--- src/rtl/ihs_pkg.sv ---
// Shared types, codes and the signature classifier for the image header sniffer.
// No dependencies.
package ihs_pkg;

    // Input beat: one file byte plus end-of-file flag
    typedef struct packed {
        logic [7:0] data_byte;
        logic       last;
    } in_beat_t;

    // Result beat
    typedef struct packed {
        logic        status;
        logic [2:0]  format;
        logic [31:0] width;
        logic [31:0] height;
    } out_beat_t;

    // Image format codes
    typedef enum logic [2:0] {
        FMT_UNKNOWN = 3'd0,
        FMT_JPEG    = 3'd1,
        FMT_PNG     = 3'd2,
        FMT_GIF     = 3'd3,
        FMT_WEBP    = 3'd4
    } fmt_t;

    // JPEG marker walk phases
    typedef enum logic [2:0] {
        PH_SCAN  = 3'd0,
        PH_MARK  = 3'd1,
        PH_LENHI = 3'd2,
        PH_LENLO = 3'd3,
        PH_SKIP  = 3'd4,
        PH_SOF   = 3'd5,
        PH_DONE  = 3'd6
    } phase_t;

    // Dimension byte strobes from the JPEG walker
    typedef struct packed {
        logic h_hi;
        logic h_lo;
        logic w_hi;
        logic w_lo;
    } jpeg_evt_t;

    localparam int SIG_LEN = 12;
    localparam int SKIP_W  = 17;

    // Marker bytes
    localparam logic [7:0] MK_PREFIX = 8'hFF;
    localparam logic [7:0] MK_SOI    = 8'hD8;
    localparam logic [7:0] MK_SOF0   = 8'hC0;
    localparam logic [7:0] MK_SOF1   = 8'hC1;
    localparam logic [7:0] MK_SOF2   = 8'hC2;
    localparam logic [7:0] MK_RST_LO = 8'hD0;
    localparam logic [7:0] MK_RST_HI = 8'hD9;
    localparam logic [7:0] MK_TEM    = 8'h01;

    // Signature check over the first twelve bytes, in priority order
    function automatic fmt_t classify(input logic [SIG_LEN-1:0][7:0] s);
        fmt_t f;
        f = FMT_UNKNOWN;
        if (s[0] == 8'h89 && s[1] == 8'h50 && s[2] == 8'h4E && s[3] == 8'h47) begin
            f = FMT_PNG;
        end else if (s[0] == MK_PREFIX && s[1] == MK_SOI && s[2] == MK_PREFIX) begin
            f = FMT_JPEG;
        end else if (s[0] == 8'h47 && s[1] == 8'h49 && s[2] == 8'h46 && s[3] == 8'h38 &&
                     (s[4] == 8'h37 || s[4] == 8'h39) && s[5] == 8'h61) begin
            f = FMT_GIF;
        end else if (s[0] == 8'h52 && s[1] == 8'h49 && s[2] == 8'h46 && s[3] == 8'h46 &&
                     s[8] == 8'h57 && s[9] == 8'h45 && s[10] == 8'h42 &&
                     s[11] == 8'h50) begin
            f = FMT_WEBP;
        end
        return f;
    endfunction

endpackage

--- src/rtl/image_header_sniffer.sv ---
// Top level of the image header sniffer: byte stream in, one result per file out.
// Depends on ihs_pkg, ihs_jpeg_walk and ihs_dim_capture.
//
// Takes one file byte per beat and, on the beat flagged last, issues one result
// beat with status, format (PNG, JPEG, GIF, WEBP) and image dimensions. A byte is
// taken every cycle unless input is stalled: the per-byte work is compares and small
// counter updates done between the parser state registers and the result register,
// so the rate is one byte per cycle while not stalled. The result appears in the cycle
// after the last byte is accepted and is held in an output register; input is stalled
// only while that register is full and the result side is not ready. After a result
// all parser state returns to its reset values and the next byte starts a new file.
module image_header_sniffer (
    input  logic                aclk,
    input  logic                aresetn,
    input  logic                s_valid,
    output logic                s_ready,
    input  ihs_pkg::in_beat_t   s_data,
    output logic                m_valid,
    input  logic                m_ready,
    output ihs_pkg::out_beat_t  m_data
);
    import ihs_pkg::*;

    logic       s_accept;
    logic       step_en;
    logic [4:0] pos;
    jpeg_evt_t  evt;
    out_beat_t  result;
    logic       m_valid_reg, m_valid_next;
    out_beat_t  m_data_reg;

    // Input is taken while the result register is free or draining
    assign s_ready  = !m_valid_reg || m_ready;
    assign s_accept = s_valid && s_ready;
    assign step_en  = s_accept && (pos >= 5'd2);

    ihs_jpeg_walk u_walk (
        .aclk      (aclk),
        .aresetn   (aresetn),
        .beat_en   (s_accept),
        .step_en   (step_en),
        .clear     (s_accept && s_data.last),
        .data_byte (s_data.data_byte),
        .evt       (evt)
    );

    ihs_dim_capture u_cap (
        .aclk    (aclk),
        .aresetn (aresetn),
        .beat_en (s_accept),
        .beat    (s_data),
        .evt     (evt),
        .pos     (pos),
        .result  (result)
    );

    // Result register
    always_comb begin
        m_valid_next = m_valid_reg;
        if (s_accept && s_data.last) m_valid_next = 1'b1;
        else if (m_ready)            m_valid_next = 1'b0;
    end

    always_ff @(posedge aclk) begin
        if (!aresetn) begin
            m_valid_reg <= 1'b0;
        end else begin
            m_valid_reg <= m_valid_next;
        end
    end

    always_ff @(posedge aclk) begin
        if (s_accept && s_data.last) begin
            m_data_reg <= result;
        end
    end

    assign m_valid = m_valid_reg;
    assign m_data  = m_data_reg;

endmodule

--- src/rtl/ihs_jpeg_walk.sv ---
// JPEG marker walker: tracks segments and flags the SOF dimension bytes.
// Depends on ihs_pkg.
module ihs_jpeg_walk (
    input  logic                 aclk,
    input  logic                 aresetn,
    input  logic                 beat_en,
    input  logic                 step_en,
    input  logic                 clear,
    input  logic [7:0]           data_byte,
    output ihs_pkg::jpeg_evt_t   evt
);
    import ihs_pkg::*;

    phase_t            phase_reg, phase_next;
    logic [SKIP_W-1:0] skip_reg, skip_next;
    logic [7:0]        prev_reg, prev_next;
    logic [15:0]       seg_len;
    logic [SKIP_W-1:0] skip_dec;
    logic [SKIP_W-1:0] skip_inc;

    assign seg_len  = {prev_reg, data_byte};
    assign skip_dec = skip_reg - SKIP_W'(1);
    assign skip_inc = skip_reg + SKIP_W'(1);

    // Next phase and segment counter
    always_comb begin
        phase_next = phase_reg;
        skip_next  = skip_reg;
        if (clear) begin
            phase_next = PH_SCAN;
            skip_next  = '0;
        end else if (step_en) begin
            case (phase_reg)
                PH_SCAN: begin
                    if (data_byte == MK_PREFIX) phase_next = PH_MARK;
                end
                PH_MARK: begin
                    if (data_byte == MK_SOF0 || data_byte == MK_SOF1 ||
                        data_byte == MK_SOF2) begin
                        phase_next = PH_SOF;
                        skip_next  = '0;
                    end else if (data_byte == MK_TEM ||
                                 (data_byte >= MK_RST_LO && data_byte <= MK_RST_HI)) begin
                        phase_next = PH_SCAN;
                    end else begin
                        phase_next = PH_LENHI;
                    end
                end
                PH_LENHI: phase_next = PH_LENLO;
                PH_LENLO: begin
                    if (seg_len <= 16'd2) begin
                        phase_next = PH_SCAN;
                    end else begin
                        skip_next  = SKIP_W'(seg_len) - SKIP_W'(2);
                        phase_next = PH_SKIP;
                    end
                end
                PH_SKIP: begin
                    skip_next = skip_dec;
                    if (skip_dec == '0) phase_next = PH_SCAN;
                end
                PH_SOF: begin
                    skip_next = skip_inc;
                    if (skip_inc >= SKIP_W'(7)) phase_next = PH_DONE;
                end
                default: phase_next = PH_DONE;
            endcase
        end
    end

    // Previous byte, feeds the segment length high half
    always_comb begin
        prev_next = prev_reg;
        if (beat_en) prev_next = clear ? 8'h00 : data_byte;
    end

    // Dimension byte strobes: SOF payload bytes 4..7
    always_comb begin
        evt      = '0;
        if (step_en && phase_reg == PH_SOF) begin
            evt.h_hi = (skip_reg == SKIP_W'(3));
            evt.h_lo = (skip_reg == SKIP_W'(4));
            evt.w_hi = (skip_reg == SKIP_W'(5));
            evt.w_lo = (skip_reg == SKIP_W'(6));
        end
    end

    always_ff @(posedge aclk) begin
        if (!aresetn) begin
            phase_reg <= PH_SCAN;
            skip_reg  <= '0;
            prev_reg  <= '0;
        end else begin
            phase_reg <= phase_next;
            skip_reg  <= skip_next;
            prev_reg  <= prev_next;
        end
    end

endmodule

--- src/rtl/ihs_dim_capture.sv ---
// Signature capture, format classification and dimension gathering.
// Depends on ihs_pkg; takes byte strobes from ihs_jpeg_walk.
module ihs_dim_capture (
    input  logic                 aclk,
    input  logic                 aresetn,
    input  logic                 beat_en,
    input  ihs_pkg::in_beat_t    beat,
    input  ihs_pkg::jpeg_evt_t   evt,
    output logic [4:0]           pos,
    output ihs_pkg::out_beat_t   result
);
    import ihs_pkg::*;

    logic [4:0]               pos_reg, pos_next;
    logic [SIG_LEN-1:0][7:0]  sig_reg, sig_next;
    logic [31:0]              width_reg, width_next;
    logic [31:0]              height_reg, height_next;
    logic                     found_reg, found_next;
    fmt_t                     fmt;
    logic [7:0]               b;

    assign b   = beat.data_byte;
    assign pos = pos_reg;

    // Signature bytes including the current one
    always_comb begin
        sig_next = sig_reg;
        for (int i = 0; i < SIG_LEN; i++) begin
            if (pos_reg == 5'(i)) sig_next[i] = b;
        end
    end

    assign fmt = classify(sig_next);

    // Dimension field updates per format
    always_comb begin
        width_next  = width_reg;
        height_next = height_reg;
        found_next  = found_reg;
        if (fmt == FMT_PNG && pos_reg >= 5'd16 && pos_reg <= 5'd23) begin
            if (pos_reg <= 5'd19) begin
                width_next = {width_reg[23:0], b};
            end else begin
                height_next = {height_reg[23:0], b};
                if (pos_reg == 5'd23) found_next = 1'b1;
            end
        end else if ((fmt == FMT_GIF && pos_reg >= 5'd6 && pos_reg <= 5'd9) ||
                     (fmt == FMT_WEBP && pos_reg >= 5'd26 && pos_reg <= 5'd29)) begin
            // little-endian 16-bit pair; low two offset bits pick the byte
            case (pos_reg[1:0])
                2'd2:    width_next  = {24'h0, b};
                2'd3:    width_next  = width_reg | {16'h0, b, 8'h0};
                2'd0:    height_next = {24'h0, b};
                default: begin
                    height_next = height_reg | {16'h0, b, 8'h0};
                    found_next  = 1'b1;
                end
            endcase
        end else if (fmt == FMT_JPEG) begin
            if (evt.h_hi) height_next = {16'h0, b, 8'h0};
            if (evt.h_lo) height_next = height_reg | {24'h0, b};
            if (evt.w_hi) width_next  = {16'h0, b, 8'h0};
            if (evt.w_lo) begin
                width_next = width_reg | {24'h0, b};
                found_next = 1'b1;
            end
        end
    end

    // Result for a last beat
    always_comb begin
        if (pos_reg < 5'd7 || fmt == FMT_UNKNOWN) begin
            result.status = 1'b1;
            result.format = FMT_UNKNOWN;
            result.width  = '0;
            result.height = '0;
        end else begin
            result.status = 1'b0;
            result.format = fmt;
            result.width  = found_next ? width_next : '0;
            result.height = found_next ? height_next : '0;
        end
    end

    // Byte offset saturates at 31
    assign pos_next = (pos_reg == 5'd31) ? pos_reg : pos_reg + 5'd1;

    always_ff @(posedge aclk) begin
        if (!aresetn) begin
            pos_reg    <= '0;
            sig_reg    <= '0;
            width_reg  <= '0;
            height_reg <= '0;
            found_reg  <= 1'b0;
        end else if (beat_en) begin
            if (beat.last) begin
                pos_reg    <= '0;
                sig_reg    <= '0;
                width_reg  <= '0;
                height_reg <= '0;
                found_reg  <= 1'b0;
            end else begin
                pos_reg    <= pos_next;
                sig_reg    <= sig_next;
                width_reg  <= width_next;
                height_reg <= height_next;
                found_reg  <= found_next;
            end
        end
    end

endmodule

--- config.mk ---
export PLATFORM = sky130hd
export DESIGN_NAME = image_header_sniffer
export DESIGN_NICKNAME = d
export VERILOG_FILES = /design/src/rtl/ihs_pkg.sv /design/src/rtl/image_header_sniffer.sv /design/src/rtl/ihs_jpeg_walk.sv /design/src/rtl/ihs_dim_capture.sv
export SDC_FILE = /design/constraint.sdc
export NUM_CORES = 1
export LEC_CHECK = 0
export BUFFER_PORTS_ARGS = -buffer_cell sky130_fd_sc_hd__clkbuf_2
export CORE_ASPECT_RATIO = 1.75
export CORE_UTILIZATION = 30
export DETAILED_ROUTE_END_ITERATION = 16
export PLACE_DENSITY = 0.57
export SYNTH_ARGS = -nofsm -noshare
export SYNTH_HDL_FRONTEND = slang
export SYNTH_SLANG_ARGS = --single-unit
--- constraint.sdc ---
create_clock -name aclk -period 3.5 [get_ports aclk]
set_input_delay 0.525 -clock aclk [delete_from_list [all_inputs] [get_ports aclk]]
set_output_delay 0.525 -clock aclk [all_outputs]
set_load 0.03 [all_outputs]
== After elaboration in Yosys (flattened, before gate mapping) ==
Cells that the tools add are included.

* $add $sub $neg: 4
* Order comparisons: 13
* Equal/unequal tests: 59
* Muxes and demuxes: 60
* Bitwise gates (word level): 6
* Reduce and logical (&&, ||, !) cells: 50

{| class="wikitable"
|+ Operators by type and width
! operator !! count
|-
| $mux W32 || 16
|-
| $pmux W32 S2 || 2
|-
| $eq A8 B7 Y1 const B || 13
|-
| $mux W8 || 13
|-
| $mux W96 || 1
|-
| $mux W68 || 1
|-
| $pmux W17 S4 || 1
|-
| $eq A8 B8 Y1 const B || 8
|-
| $or A32 B16 Y32 || 2
|-
| $or A32 B8 Y32 || 2
|-
| $eq A17 B3 Y1 const B || 3
|-
| $mux W17 || 2
|-
| $logic_and A1 B1 Y1 || 28
|-
| $mux W3 || 9
|-
| $eq A8 B6 Y1 const B || 3
|-
| $eq A5 B3 Y1 const B || 4
|-
| $eq A5 B4 Y1 const B || 4
|-
| $pmux W3 S6 || 1
|-
| $add A17 B1 Y17 const B || 1
|-
| $eq A17 B2 Y1 const B || 1
|-
| $ge A17 B3 Y1 const B || 1
|-
| $logic_not A17 Y1 || 1
|-
| $sub A16 B2 Y17 const B || 1
|-
| $sub A17 B1 Y17 const B || 1
|-
| 36 further kinds || 73
|}

* Bits in registers: 247
* Input bits: 13
* Logic and storage cells: 214

== Longest topological paths before layout ==
Gate-level depths: netlist (run 1).

* Word-level depth: 22
* Mapped depth: 15
* Depth with buffers taken out: 11

== Hierarchy ==
A second synthesis (run 1) with hierarchy kept.

* Cells, all modules: 1619
* Area total of the unflattened synthesis: 14158.6 um^2

{| class="wikitable"
|+ By module, submodules not included
! module !! times used !! cells each !! area each (um^2) !! sequential area each (um^2)
|-
| ihs_dim_capture || 1 || 1150 || 9280.2 || 3002.9
|-
| ihs_jpeg_walk || 1 || 393 || 2772.7 || 560.5
|-
| image_header_sniffer || 1 || 76 || 2105.8 || 2062.0
|}

== Worst setup path before layout (run 1) ==
Ideal clock, no wire load.

* Path type: register to register
* Start: register u_cap.pos_reg[1] (netlist: u_cap.pos[1])
* End: register m_data_reg, in the netlist m_data[14], data pin
* Library setup time: 146 ps
* Arrival: 3620 ps
* Setup slack: -266 ps
* Cell stages (with the launch flop): 13
* Path buffers: 2
* Period minus slack after synthesis: 3766 ps
* Cells stage by stage: dfxtp_1 inv_1 ha_1 nor4b_4 mux2i_1 nand4b_4 or4_1 or4_1 a31o_1 a21o_1 buf_2 buf_2 a21oi_1

* Longest elaborated chain between the ends: 22
* Elaborated cells between the ends (all ways): 109

{| class="wikitable"
|+ RTL lines
! what !! RTL line !! text
|-
| start: declaration || ihs_dim_capture.sv:14 || <nowiki>logic [4:0] pos_reg, pos_next;</nowiki>
|-
| start signal: assignment || ihs_dim_capture.sv:103 || <nowiki>pos_reg <= pos_next;</nowiki>
|-
| $eq A5 B1 Y1 / $logic_not A5 Y1 (equally long branches) || ihs_dim_capture.sv:29 || <nowiki>if (pos_reg == 5'(i)) sig_next[i] = b;</nowiki>
|-
| $mux W8 || ihs_dim_capture.sv:29 ||
|-
| $eq A8 B7 Y1, on equally long branches || ihs_pkg.sv:68, ihs_pkg.sv:71 ||
|-
| $logic_and A1 B1 Y1 (4 in a row) || ihs_pkg.sv:71 || <nowiki>end else if (s[0] == 8'h52 && s[1] == 8'h49 && s[2] == 8'h46 && s[3] == 8'h46 &&</nowiki>
|-
| $logic_and A1 B1 Y1 (3 in a row) || ihs_pkg.sv:72 || <nowiki>s[8] == 8'h57 && s[9] == 8'h45 && s[10] == 8'h42 &&</nowiki>
|-
| $mux W3 || ihs_pkg.sv:71 ||
|-
| $mux W3 || ihs_pkg.sv:68 || <nowiki>end else if (s[0] == 8'h47 && s[1] == 8'h49 && s[2] == 8'h46 && s[3] == 8'h38 &&</nowiki>
|-
| $mux W3 || ihs_pkg.sv:66 || <nowiki>end else if (s[0] == MK_PREFIX && s[1] == MK_SOI && s[2] == MK_PREFIX) begin</nowiki>
|-
| $mux W3 || ihs_pkg.sv:64 || <nowiki>if (s[0] == 8'h89 && s[1] == 8'h50 && s[2] == 8'h4E && s[3] == 8'h47) begin</nowiki>
|-
| $eq A3 B2 Y1 / $eq A3 B3 Y1 (equally long branches) || ihs_dim_capture.sv:47, ihs_dim_capture.sv:48 ||
|-
| $logic_and A1 B1 Y1, on equally long branches (2 in a row) || ihs_dim_capture.sv:47, ihs_dim_capture.sv:48 ||
|-
| $logic_or A1 B1 Y1 || ihs_dim_capture.sv:47 || <nowiki>end else if ((fmt == FMT_GIF && pos_reg >= 5'd6 && pos_reg <= 5'd9) ||</nowiki>
|-
| $mux W1 || ihs_dim_capture.sv:47 ||
|-
| $mux W1 || ihs_dim_capture.sv:40 || <nowiki>if (fmt == FMT_PNG && pos_reg >= 5'd16 && pos_reg <= 5'd23) begin</nowiki>
|-
| $not A1 Y1 (no line) || -- ||
|-
| $reduce_or A2 Y1 (no line) || -- ||
|-
| end signal: assignment || image_header_sniffer.sv:74 || <nowiki>m_data_reg <= result;</nowiki>
|-
| end: declaration || image_header_sniffer.sv:30 || <nowiki>out_beat_t m_data_reg;</nowiki>
|}

Several ways; a longest one is shown, not always the timed one.
A chain may end at the register's enable or synchronous reset.

== Worst setup path after layout (run 1) ==
* Start: register u_cap.pos_reg[1] (netlist: u_cap.pos[1])
* End: register m_data_reg, in the netlist m_data[29], data pin

Same word-level chain as after synthesis.

==> results of run 1 <==
## cell type report
| class | count | area (um2) |
|---|---|---|
| Clock buffer | 31 | 647 |
| Clock inverter | 13 | 111 |
| Inverter | 25 | 101 |
| Timing Repair Buffer | 247 | 1870 |
| Tap cell | 566 | 708 |
| Sequential cell | 247 | 5640 |
| Fill cell | 4275 | 26900 |
| Multi-Input combinational cell | 1100 | 7400 |
## logic make-up (layout without fill, tap and decap cells)
kind of cell / Yosys count / in the layout / synth area share, %
muxes: 24 / 24 / 1.89
and+or+nand+nor: 620 / 620 / 25.5
adders and majority gates: 13 / 13 / 1.24
DFF: 247 / 247 / 42.8
AOI/OAI and AO/OA: 416 / 417 / 22.4
buffers and inverters: 148 / 316 / 4.46
xor gates and xnor gates: 26 / 26 / 1.73
## Yosys cell counts (6+ instances only)
cell      count
a211oi_1     11
a21bo_2       6
a21boi_0     10
a21oi_1      72
a22o_1       44
a22oi_1     125
a31oi_1      21
and2_1       19
and3_1       24
buf_1         7
buf_2        10
clkbuf_1    103
dfxtp_1     179
edfxtp_1     68
ha_1         13
inv_1        25
mux2_2        7
mux2i_1      17
nand2_1     183
nand2b_1     13
nand3_1      35
nand3b_1     10
nand4_1      11
nand4b_1      8
nor2_1       93
nor2b_1      98
nor3_1       39
nor3b_1      10
nor4_1       18
nor4b_1      12
nor4bb_1      8
o211ai_1      7
o21ai_0      37
o21ai_1      10
o22ai_1       7
o31ai_1       9
o32ai_1      13
or4_1         7
xnor2_1      21
## timing repair
action | CTS | global route
resized for setup | 12 | 88
cloned | 0 | 7
setup buffers | 5 | 10
endpoints found under the setup margin | 120 | 124
pin swaps | 4 | 12
## worst max-delay path by stage
| stage | end | slack [ps] | from |
|---|---|---|---|
| after floorplan | m_data[14]$_SDFFCE_PP0P_ | 20 | u_cap.pos[1]$_SDFFE_PN0P_ |
| after global placement | u_cap.width_reg[7]$_SDFFE_PN0P_ | -450 | u_cap.pos[0]$_SDFFE_PN0P_ |
| after detailed placement | u_cap.width_reg[4]$_SDFFE_PN0P_ | -410 | u_cap.pos[3]$_SDFFE_PN0P_ |
| after CTS | m_data[38]$_SDFFCE_PP0P_ | -10 | u_cap.pos[0]$_SDFFE_PN0P_ |
| after global routing | m_data[33]$_SDFFCE_PP0P_ | -120 | u_cap.pos[2]$_SDFFE_PN0P_ |
| final | m_data[29]$_SDFFCE_PP0P_ | 10 | u_cap.pos[1]$_SDFFE_PN0P_ |
## power by group through the flow
stage                     combinational [W]  sequential (W)  clock (W)
final                              0.000573         0.00300    0.00255
after floorplan                    0.000242         0.00314          0
after CTS                          0.000553         0.00300    0.00262
after detailed placement           0.000547         0.00307          0
after global routing               0.000607         0.00301    0.00273
after global placement             0.000543         0.00307          0
## per-layer routing
layer | up-vias | share of wire (%)
met5 | - | 0
met4 | 0 | 5.2
met3 | 128 | 3.8
met2 | 396 | 53
met1 | 5986 | 38
li1 | 5822 | -
## critical path: stages, from the launching register on
cell      delay [ps]
dfxtp_4          380
inv_6             80
ha_4             160
nor4bb_2         280
buf_4            200
mux2_2           380
nor4_1           310
nand3_1          170
nor4b_2          310
a41oi_1          120
o311a_1          400
buf_12           180
a22oi_1          180
nor2_2            50
## through the flow
stage | hold WS (ps) | area, um2 | cells | setup slack, ps | power, W
after floorplan | 443 | 13200 | 1494 | 22.7 | 0.00338
after global placement | 461 | 15000 | 2163 | -449 | 0.00361
after detailed placement | 462 | 15000 | 2163 | -410 | 0.00361
final | 476 | 16500 | 2229 | 13.4 | 0.00613
after CTS | 473 | 15900 | 2212 | -10.0 | 0.00618
after global routing | 492 | 16500 | 2229 | -117 | 0.00634
==> run metrics, run 1 <==
YS warnings=0; number of global-route vias before repair=~12,000; hold wc startpoint=u_cap.height_reg[0]$_SDFFE_PN0P_; CTS Buffer Depth=3; Data arrival, critical path=between 3000 and 4000 ps; Final Hold Viols=0; routed wire length=about 44,000 um; Netlist Area Pre-Place=13,100 um2; fin crit share=about 100%; worst vdd ir=0.257 mV; busiest grt layer=met2; outcome=finished, violations left; Clk Latency, worst-skew pair=between 500 and 600 ps; Starting Density=~30%; Clk pin slew, worst setup/hold paths=around 70 ps; RSZ-0062 raised after global routing=true; Mean Syn Cell Area=a little under 9 um2; Logic pwr share=approximately a tenth; r2r startpoint=u_cap.pos[1]$_SDFFE_PN0P_; CP Launch Type=flop; post-route ant nets=0; Worst Hold Endpoint=u_cap.height_reg[0]$_SDFFE_PN0P_; Ports=slightly above 80; Core ar.=43,300 um2; clock root buffer master=clkbuf_16; share of layout cells above drive strength 1=between 20% and 30%; Slew HR=51.4%; max FFs per register=80; Hold Crit Class=reg -> reg; Port-buffer cells=82; first-pass GRT wire length=~66,000 um; unique cell type count in the Yosys netlist=75; Final min period=between 3000 and 4000 ps; Seq cells post-synth=247; Num CTS Buffers=24; total number of vias=approximately 12,000; Clock power frac=roughly two fifths; number of vias per cell=about 5.5; M2 GR Usage=35.3%; commonest non-fill, non-tap cells in the layout=183 x nand2_1, 175 x dfxtp_1, 145 x buf_4, 124 x a22oi_1, 97 x nor2b_1; Slew Viols, Final=0; Register-to-Register Path Depth=13; CTS tree=built; ys flop type=dfxtp_1; failing checks=design-rule violations; largest net degree at the start of global routing=between 50 and 60; GPL Wtd Cong=~0.92; maxcap violations=0; hpwl dp=~31,000 um; Sw Share=25.6%; met3 Use GR=a little under 2%; Cells on Worst Hold Path=2; Crit. End Element=flop; CTS sink count=247; WS Path Type=reg -> reg; initial antenna violation count=0; setup TNS=0 ps; most common cell after layout, fill and taps aside=nand2_1; DR WL/cell=between 15 and 20 um; Final Skew=slightly above 30 ps; Worst Path Required=around 3800 ps; met1 usage=19.8%; row cnt=around 100; Nets=between 1,500 and 2,000; initial drt markers=770; Final setup violation count=0; CTS Hold Bufs=0; share of the synthesized area in the top cell type=between 20% and 30%; reg2reg end=m_data[29]$_SDFFCE_PP0P_; synth-to-layout area growth=25.4%; area leader, netlist=dfxtp_1; EDFF count, synth=68; post-layout util=a little under two fifths; die height=approximately 280 um; ant diodes=0; Net Sw Power=roughly 0.0016 W; P_int=0.00456 W; gr usage total=a little under a fifth; Synth area leaders=dfxtp_1 27%, edfxtp_1 16%, a22oi_1 7.1%; Die Footprint=44,700 um2; critical path peak fanout=29; Synth Net Count=approximately 1,500; Post-Synthesis Cells=roughly 1,500; fmax=approximately 290 MHz; Worst Max-Slew Pin Slew=roughly 730 ps; Pwr Density=around 370 nW/um2; Seq pwr share=49.0%; die width=160 um; R2R Setup Slk=between 10 and 15 ps; DRC=1; GR Overflow Total=0; H-tree depth=1; sequential share of the synthesized area=a little over two fifths; P_leak=5.51 nW; FFs w/ async S/R, synth=0%; DRT Pass-1 Iters=13
No activity file was read; power rests on OpenSTA's default activity.
==> inputs of run 2 (changes only) <==
--- a/config.mk
+++ b/config.mk
@@ -6,7 +6,8 @@
 export NUM_CORES = 1
 export LEC_CHECK = 0
 export BUFFER_PORTS_ARGS = -buffer_cell sky130_fd_sc_hd__clkbuf_2
-export CORE_ASPECT_RATIO = 1.75
+export CAP_MARGIN = 40
+export CORE_ASPECT_RATIO = 1.5
 export CORE_UTILIZATION = 30
 export DETAILED_ROUTE_END_ITERATION = 16
 export PLACE_DENSITY = 0.57
==> run 2 against run 1 <==
  * The run now ends clean
  * Global-route usage decreased by 0.054 points
  * Power increased by 6.8%
  * Cell area is 2.0% lower
  * Maximum frequency increased by 2.0%
  * Routed wire length decreased by 2.1%
  * Non-clock buffer count fell by 27
  * Critical path type unchanged
  * Critical endpoint is now m_data[33]$_SDFFCE_PP0P_
  * Largest cell class unchanged
==> run metrics, run 2 (synthesized netlist as in run 1, its figures left out) <==
P_leak=5.38 nW (-2.3%); row cnt=93 (-7.9%); die width=173 um (+7.9%); DRC=0 (-1); Clk pin slew, worst setup/hold paths=70 ps (about the same); Cells on Worst Hold Path=2 (unchanged); routed wire length=42,700 um (-2.1%); commonest non-fill, non-tap cells in the layout=182 x nand2_1, 177 x dfxtp_1, 125 x a22oi_1, 123 x buf_4, 98 x nor2b_1; Crit. End Element=flop; CTS Buffer Depth=3 (unchanged); total number of vias=12,200 (-0.72%); Data arrival, critical path=3720 ps (-50 ps); Final min period=3420 ps (-67.9 ps); Nets=1,646 (-1.5%); Die Footprint=44,700 um2 (about the same); max FFs per register=80 (unchanged); H-tree depth=1 (unchanged); fmax=293 MHz (+2.0%); share of layout cells above drive strength 1=20.1% (-3.9 points); Hold Crit Class=reg -> reg; initial drt markers=994 (+29%); maxcap violations=0 (unchanged); Worst Hold Endpoint=u_cap.height_reg[5]$_SDFFE_PN0P_; CTS tree=built; Slew HR=40.3% (-11 points); post-layout util=37.5% (-0.51 points); synth-to-layout area growth=22.9%; Num CTS Buffers=27 (+13%); Core ar.=43,100 um2 (-0.67%); number of global-route vias before repair=11,600 (-2.3%); outcome=finished, final reports clean; gr usage total=18.5% (-0.054 points); largest net degree at the start of global routing=94 (+74%); clock root buffer master=clkbuf_16; hpwl dp=30,800 um (-1.3%); Starting Density=30.5% (+0.21 points); GPL Wtd Cong=0.907 (-0.94%); Slew Viols, Final=0 (unchanged); DR WL/cell=19.3 um (-1.4%); r2r startpoint=u_cap.pos[1]$_SDFFE_PN0P_; Worst Max-Slew Pin Slew=893 ps (+166 ps); Pwr Density=405 nW/um2 (+9.0%); die height=258 um (-7.4%); Final Hold Viols=0 (unchanged); post-route ant nets=0 (unchanged); critical path peak fanout=32 (+10%); most common cell after layout, fill and taps aside=nand2_1; RSZ-0062 raised after global routing=true; Placed Area=15,000 um2 (-0.22%); first-pass GRT wire length=66,400 um (+0.52%); Port-buffer cells=82 (unchanged); cell area after layout=16,200 um2 (-2.0%); Tot Pwr=0.00655 W (+6.8%); Clk Latency, worst-skew pair=550 ps (about the same); Worst Path Required=3800 ps (+20 ps); hold wc startpoint=u_cap.height_reg[5]$_SDFFE_PN0P_; Ports=83 (unchanged); R2R Setup Slk=80 ps (+70 ps); Register-to-Register Path Depth=13 (unchanged); reg2reg end=m_data[33]$_SDFFCE_PP0P_; Final setup violation count=0 (unchanged); worst vdd ir=0.310 mV (+21%); initial antenna violation count=3 (+3); number of vias per cell=5.53 (about the same); CTS Hold Bufs=0 (unchanged); Final Skew=8.74 ps (-22.3 ps); GR Overflow Total=0 (unchanged); fin crit share=97.7% (-1.9 points); WS Path Type=reg -> reg; CTS sink count=247 (unchanged); CP Launch Type=flop; DRT Pass-1 Iters=6 (-7)
==> run 2: cell types whose count changed in the layout (fill, tap and decap cells not counted), sizes merged, moves of 2 or more <==
cell / delta
bufinv: +3
clkinv: -5
clkbuf: +2
diode: +2
clkinvlp: +2
buf: -23
==> run 2: final cells by class <==
cell class | count | area (um2)
diodes | 2 | 5.00
clock buffers | 37 | 743
clock inverters | 12 | 174
fillers | 4407 | 26900
inverters | 25 | 98.8
multi-input cells | 1099 | 7160
flip-flops and latches | 247 | 5630
well taps | 570 | 713
repair buffers | 220 | 1620
==> run 2: worst max path at each step <==
stage / start / end / slack (ps) / depth (start not counted)
floorplan: u_cap.pos[1]$_SDFFE_PN0P_ / m_data[14]$_SDFFCE_PP0P_ / 20 / 13
global placement: s_data[4] / m_data[9]$_SDFFCE_PP0P_ / 9 / 11
detailed placement: s_data[2] / m_data[11]$_SDFFCE_PP0P_ / -190 / 11
CTS: u_cap.pos[1]$_SDFFE_PN0P_ / m_data[11]$_SDFFCE_PP0P_ / 20 / 11
global route: u_cap.pos[1]$_SDFFE_PN0P_ / m_data[25]$_SDFFCE_PP0P_ / -50 / 13
finish: u_cap.pos[1]$_SDFFE_PN0P_ / m_data[33]$_SDFFCE_PP0P_ / 80 / 13
==> run 2: metrics by stage <==
stage	hold slack, ps	setup slack [ps]	instances	setup TNS (ps)
after floorplan	443	22.7	1494	0
after global placement	459	8.59	2155	0
after detailed placement	464	-193	2156	-5580
after CTS	469	23.6	2207	0
after global routing	488	-50.3	2212	-1770
final	474	81.3	2212	0
==> run 2: timing repair <==
| action | 4_1_cts | 5_1_grt |
|---|---|---|
| cloned | 0 | 0 |
| setup endpoints to repair | 56 | 127 |
| pin swaps | 0 | 2 |
| buffers inserted | 2 | 3 |
| gates resized for setup | 10 | 27 |
==> run 2: worst max-delay path: stages, from the launching register on <==
cell      delay, ps
dfxtp_4         380
inv_4            90
ha_2            200
nor4b_4         300
buf_6           210
nor3_1           80
o21ai_0         410
and4bb_2        340
and3_1          220
a31o_1          190
a21oi_1         230
a21o_4          220
buf_12          210
nor2b_1          70
==> run 2: where the power goes <==
part	internal, W	switching, W	leakage [nW]
logic	0.000185	0.000377	2.91
clock network	0.00178	0.00120	0.436
registers	0.00298	0.0000259	2.04
==> run 2: metal layers <==
layer | track usage (%) | up-vias | part of all wire (%)
met2 | 33.1 | 381 | 50
met5 | 0 | - | 0.028
met4 | 7.03 | 2 | 3.3
met3 | 1.78 | 87 | 4.7
li1 | - | 5789 | -
met1 | 22.8 | 5984 | 42
==> inputs of run 3 (changes only) <==
--- a/config.mk
+++ b/config.mk
@@ -5,12 +5,13 @@
 export SDC_FILE = /design/constraint.sdc
 export NUM_CORES = 1
 export LEC_CHECK = 0
-export BUFFER_PORTS_ARGS = -buffer_cell sky130_fd_sc_hd__clkbuf_2
 export CAP_MARGIN = 40
 export CORE_ASPECT_RATIO = 1.5
 export CORE_UTILIZATION = 30
 export DETAILED_ROUTE_END_ITERATION = 16
-export PLACE_DENSITY = 0.57
+export DONT_BUFFER_PORTS = 1
+export PLACE_DENSITY = 0.55
+export REMOVE_ABC_BUFFERS = 1
 export SYNTH_ARGS = -nofsm -noshare
 export SYNTH_HDL_FRONTEND = slang
 export SYNTH_SLANG_ARGS = --single-unit
==> run 3 against run 2 <==
  * Clock-buffer cell count unchanged
  * Die area unchanged
  * Utilization down 1.2 points
  * Power down 6.6%
  * Routed wire length about the same
  * Sequential power up 3%
  * Clock skew up 28 ps
  * Critical path type unchanged
  * Critical endpoint is now m_data[2]$_SDFFCE_PP0P_
==> run metrics, run 3 (synthesized netlist as in run 1, its figures left out) <==
Final Hold Viols=0 (unchanged); Critical path origin=u_cap.pos[0]$_SDFFE_PN0P_; Seq pwr share=50.4% (+4.5 points); WS Path Type=reg -> reg; routed wire length=42,600 um (about the same); Ports=83 (unchanged); Net Sw Power=0.00151 W (-5.8%); maxcap violations=0 (unchanged); Starting Density=30.5% (unchanged); synth-to-layout area growth=18.8%; H-tree depth=1 (unchanged); GPL Wtd Cong=0.901 (-0.69%); DR WL/cell=20.1 um (+4.2%); total number of vias=11,800 (-3.7%); first-pass GRT wire length=66,600 um (+0.32%); row cnt=93 (unchanged); setup TNS=0 ps (unchanged); hold wc startpoint=s_data[4]; Sw Share=24.7% (+0.22 points); P_int=0.00461 W (-6.9%); Crit. End Element=flop; Num CTS Buffers=25 (-7.4%); initial drt markers=863 (-13%); CTS tree=built; initial antenna violation count=0 (-3); commonest non-fill, non-tap cells in the layout=182 x nand2_1, 176 x dfxtp_1, 125 x a22oi_1, 118 x buf_4, 97 x nor2b_1; Hold Crit Class=in -> reg; Finished Layout Cells=2,122 (-4.1%); Worst Path Required=3780 ps (-20 ps); Final Skew=36.3 ps (+27.6 ps); CTS Hold Bufs=0 (unchanged); CP peak stage delay=390 ps (-20 ps); Die Footprint=44,700 um2 (unchanged); Nets=1,559 (-5.3%); r2r startpoint=u_cap.pos[0]$_SDFFE_PN0P_; CP dominant cell by count=buf_4; number of vias per cell=5.56 (+0.37%); hpwl dp=29,700 um (-3.6%); most common cell after layout, fill and taps aside=nand2_1; Core ar.=43,100 um2 (unchanged); register area=5630 um2 (about the same); die height=258 um (unchanged); CTS sink count=247 (unchanged); Clk pin slew, worst setup/hold paths=70 ps (about the same); DRC=0 (unchanged); RSZ-0062 raised after global routing=true; die width=173 um (unchanged); share of layout cells above drive strength 1=15.9% (-4.2 points); critical path peak fanout=7 (-78%); post-route ant nets=0 (unchanged); ant diodes=0 (-2); Final setup violation count=0 (unchanged); dpl ws=-363 ps (-170 ps); Logic pwr share=6.1% (-2.5 points); Clock power frac=43.4% (-2.1 points); area of the multi-input gates=7180 um2 (+0.33%); CTS Buffer Depth=3 (unchanged); outcome=finished, final reports clean; fin worst setup slack=1.37 ps (-79.9 ps); post-layout util=36.3% (-1.2 points); Pwr Density=392 nW/um2 (-3.4%); clock root buffer master=clkbuf_16; largest net degree at the start of global routing=99 (+5.3%); max FFs per register=80 (unchanged); cell breakdown of the critical path=ha_2, nor4bb_1, buf_4, mux2_2, a32o_1, nand4b_1, o32ai_2, and2_0, buf_4, a21oi_1, a21o_4, buf_12, and3b_1; number of global-route vias before repair=11,700 (+1.5%); Cells after DPL=2,068 (-4.1%); gr usage total=18.6% (+0.12 points); Slew Viols, Final=0 (unchanged); P_leak=5.00 nW (-7.2%); slowest stage cell, crit path=dfxtp_2; Clk Latency, worst-skew pair=560 ps (about the same); worst vdd ir=0.255 mV (-18%); fmax=286 MHz (-2.3%); Slew HR=44.4% (+4.1 points); Final min period=3500 ps (+79.9 ps); GR Overflow Total=0 (unchanged); CP Launch Type=flop; Port-buffer cells=0 (-100%); Tot Pwr=0.00612 W (-6.6%); Data arrival, critical path=3780 ps (+60 ps); fill count=4,372 (-0.79%); DRT Pass-1 Iters=6 (unchanged); fin crit share=100% (+2.3 points); Worst Max-Slew Pin Slew=831 ps (-61.9 ps)
[run 3: changes by cell type in the layout (fill, tap and decap cells not counted), sizes merged]
cell / delta
clkinvlp: -4
clkbuf: -81
inv: +3
clkinv: +1
bufinv: -3
diode: -2
buf: -4
[run 3: path summary, 6_finish.rpt]
check / endpoint / slack, ps / cells after the start
worst max-delay path: m_data[2]$_SDFFCE_PP0P_ / 1 / 13
worst min-delay path: u_cap.width_reg[3]$_SDFFE_PN0P_ / 90 / 1
worst max register to register: m_data[2]$_SDFFCE_PP0P_ / 1 / 13
worst min register to register: u_cap.height_reg[4]$_SDFFE_PN0P_ / 470 / 2
[run 3: metrics by stage]
stage	hold WS, ps	cell area [um2]
global route	78.2	15600
finish	92.6	15600
floorplan	443	12700
CTS	79.0	15500
global placement	458	14400
detailed placement	464	14500
[run 3: power by group through the flow]
stage | combinational [W] | clock [W] | sequential [W]
2_1_floorplan | 0.000191 | 0 | 0.00314
3_3_place_gp | 0.000334 | 0 | 0.00315
3_5_place_dp | 0.000340 | 0 | 0.00315
4_1_cts | 0.000365 | 0.00271 | 0.00309
5_1_grt | 0.000403 | 0.00282 | 0.00309
6_report | 0.000376 | 0.00265 | 0.00309
[run 3: cell type report]
cell class                 count  area share, %
tap                          570           4.57
clock buffer                  37           4.49
sequential                   247           36.1
multi-input combinational   1099           46.0
timing repair buffer         135           7.71
clock inverter                 9          0.537
inverter                      25          0.617
[run 3: worst max-delay path: cells and delay by family (launching register included)]
family	cells	cell delay [ps]
compound gates	4	860
fa+ha+maj	1	260
buf+inv	3	500
flops	1	390
mux	1	330
simple gates	4	870
[run 3: per-layer routing]
layer | wire length (um) | global-route usage (%) | vias to the layer above
met5 | 0 | 0 | -
met4 | 1940 | 9.22 | 0
met3 | 1590 | 2.02 | 114
met2 | 22600 | 35.2 | 338
met1 | 16500 | 20.4 | 5739
li1 | - | - | 5597
[run 3: repair_timing]
item,CTS,global route
gates resized for setup,30,27
setup endpoints to repair,102,114
cloned,1,1
buffers inserted,7,0
pin swaps,3,9
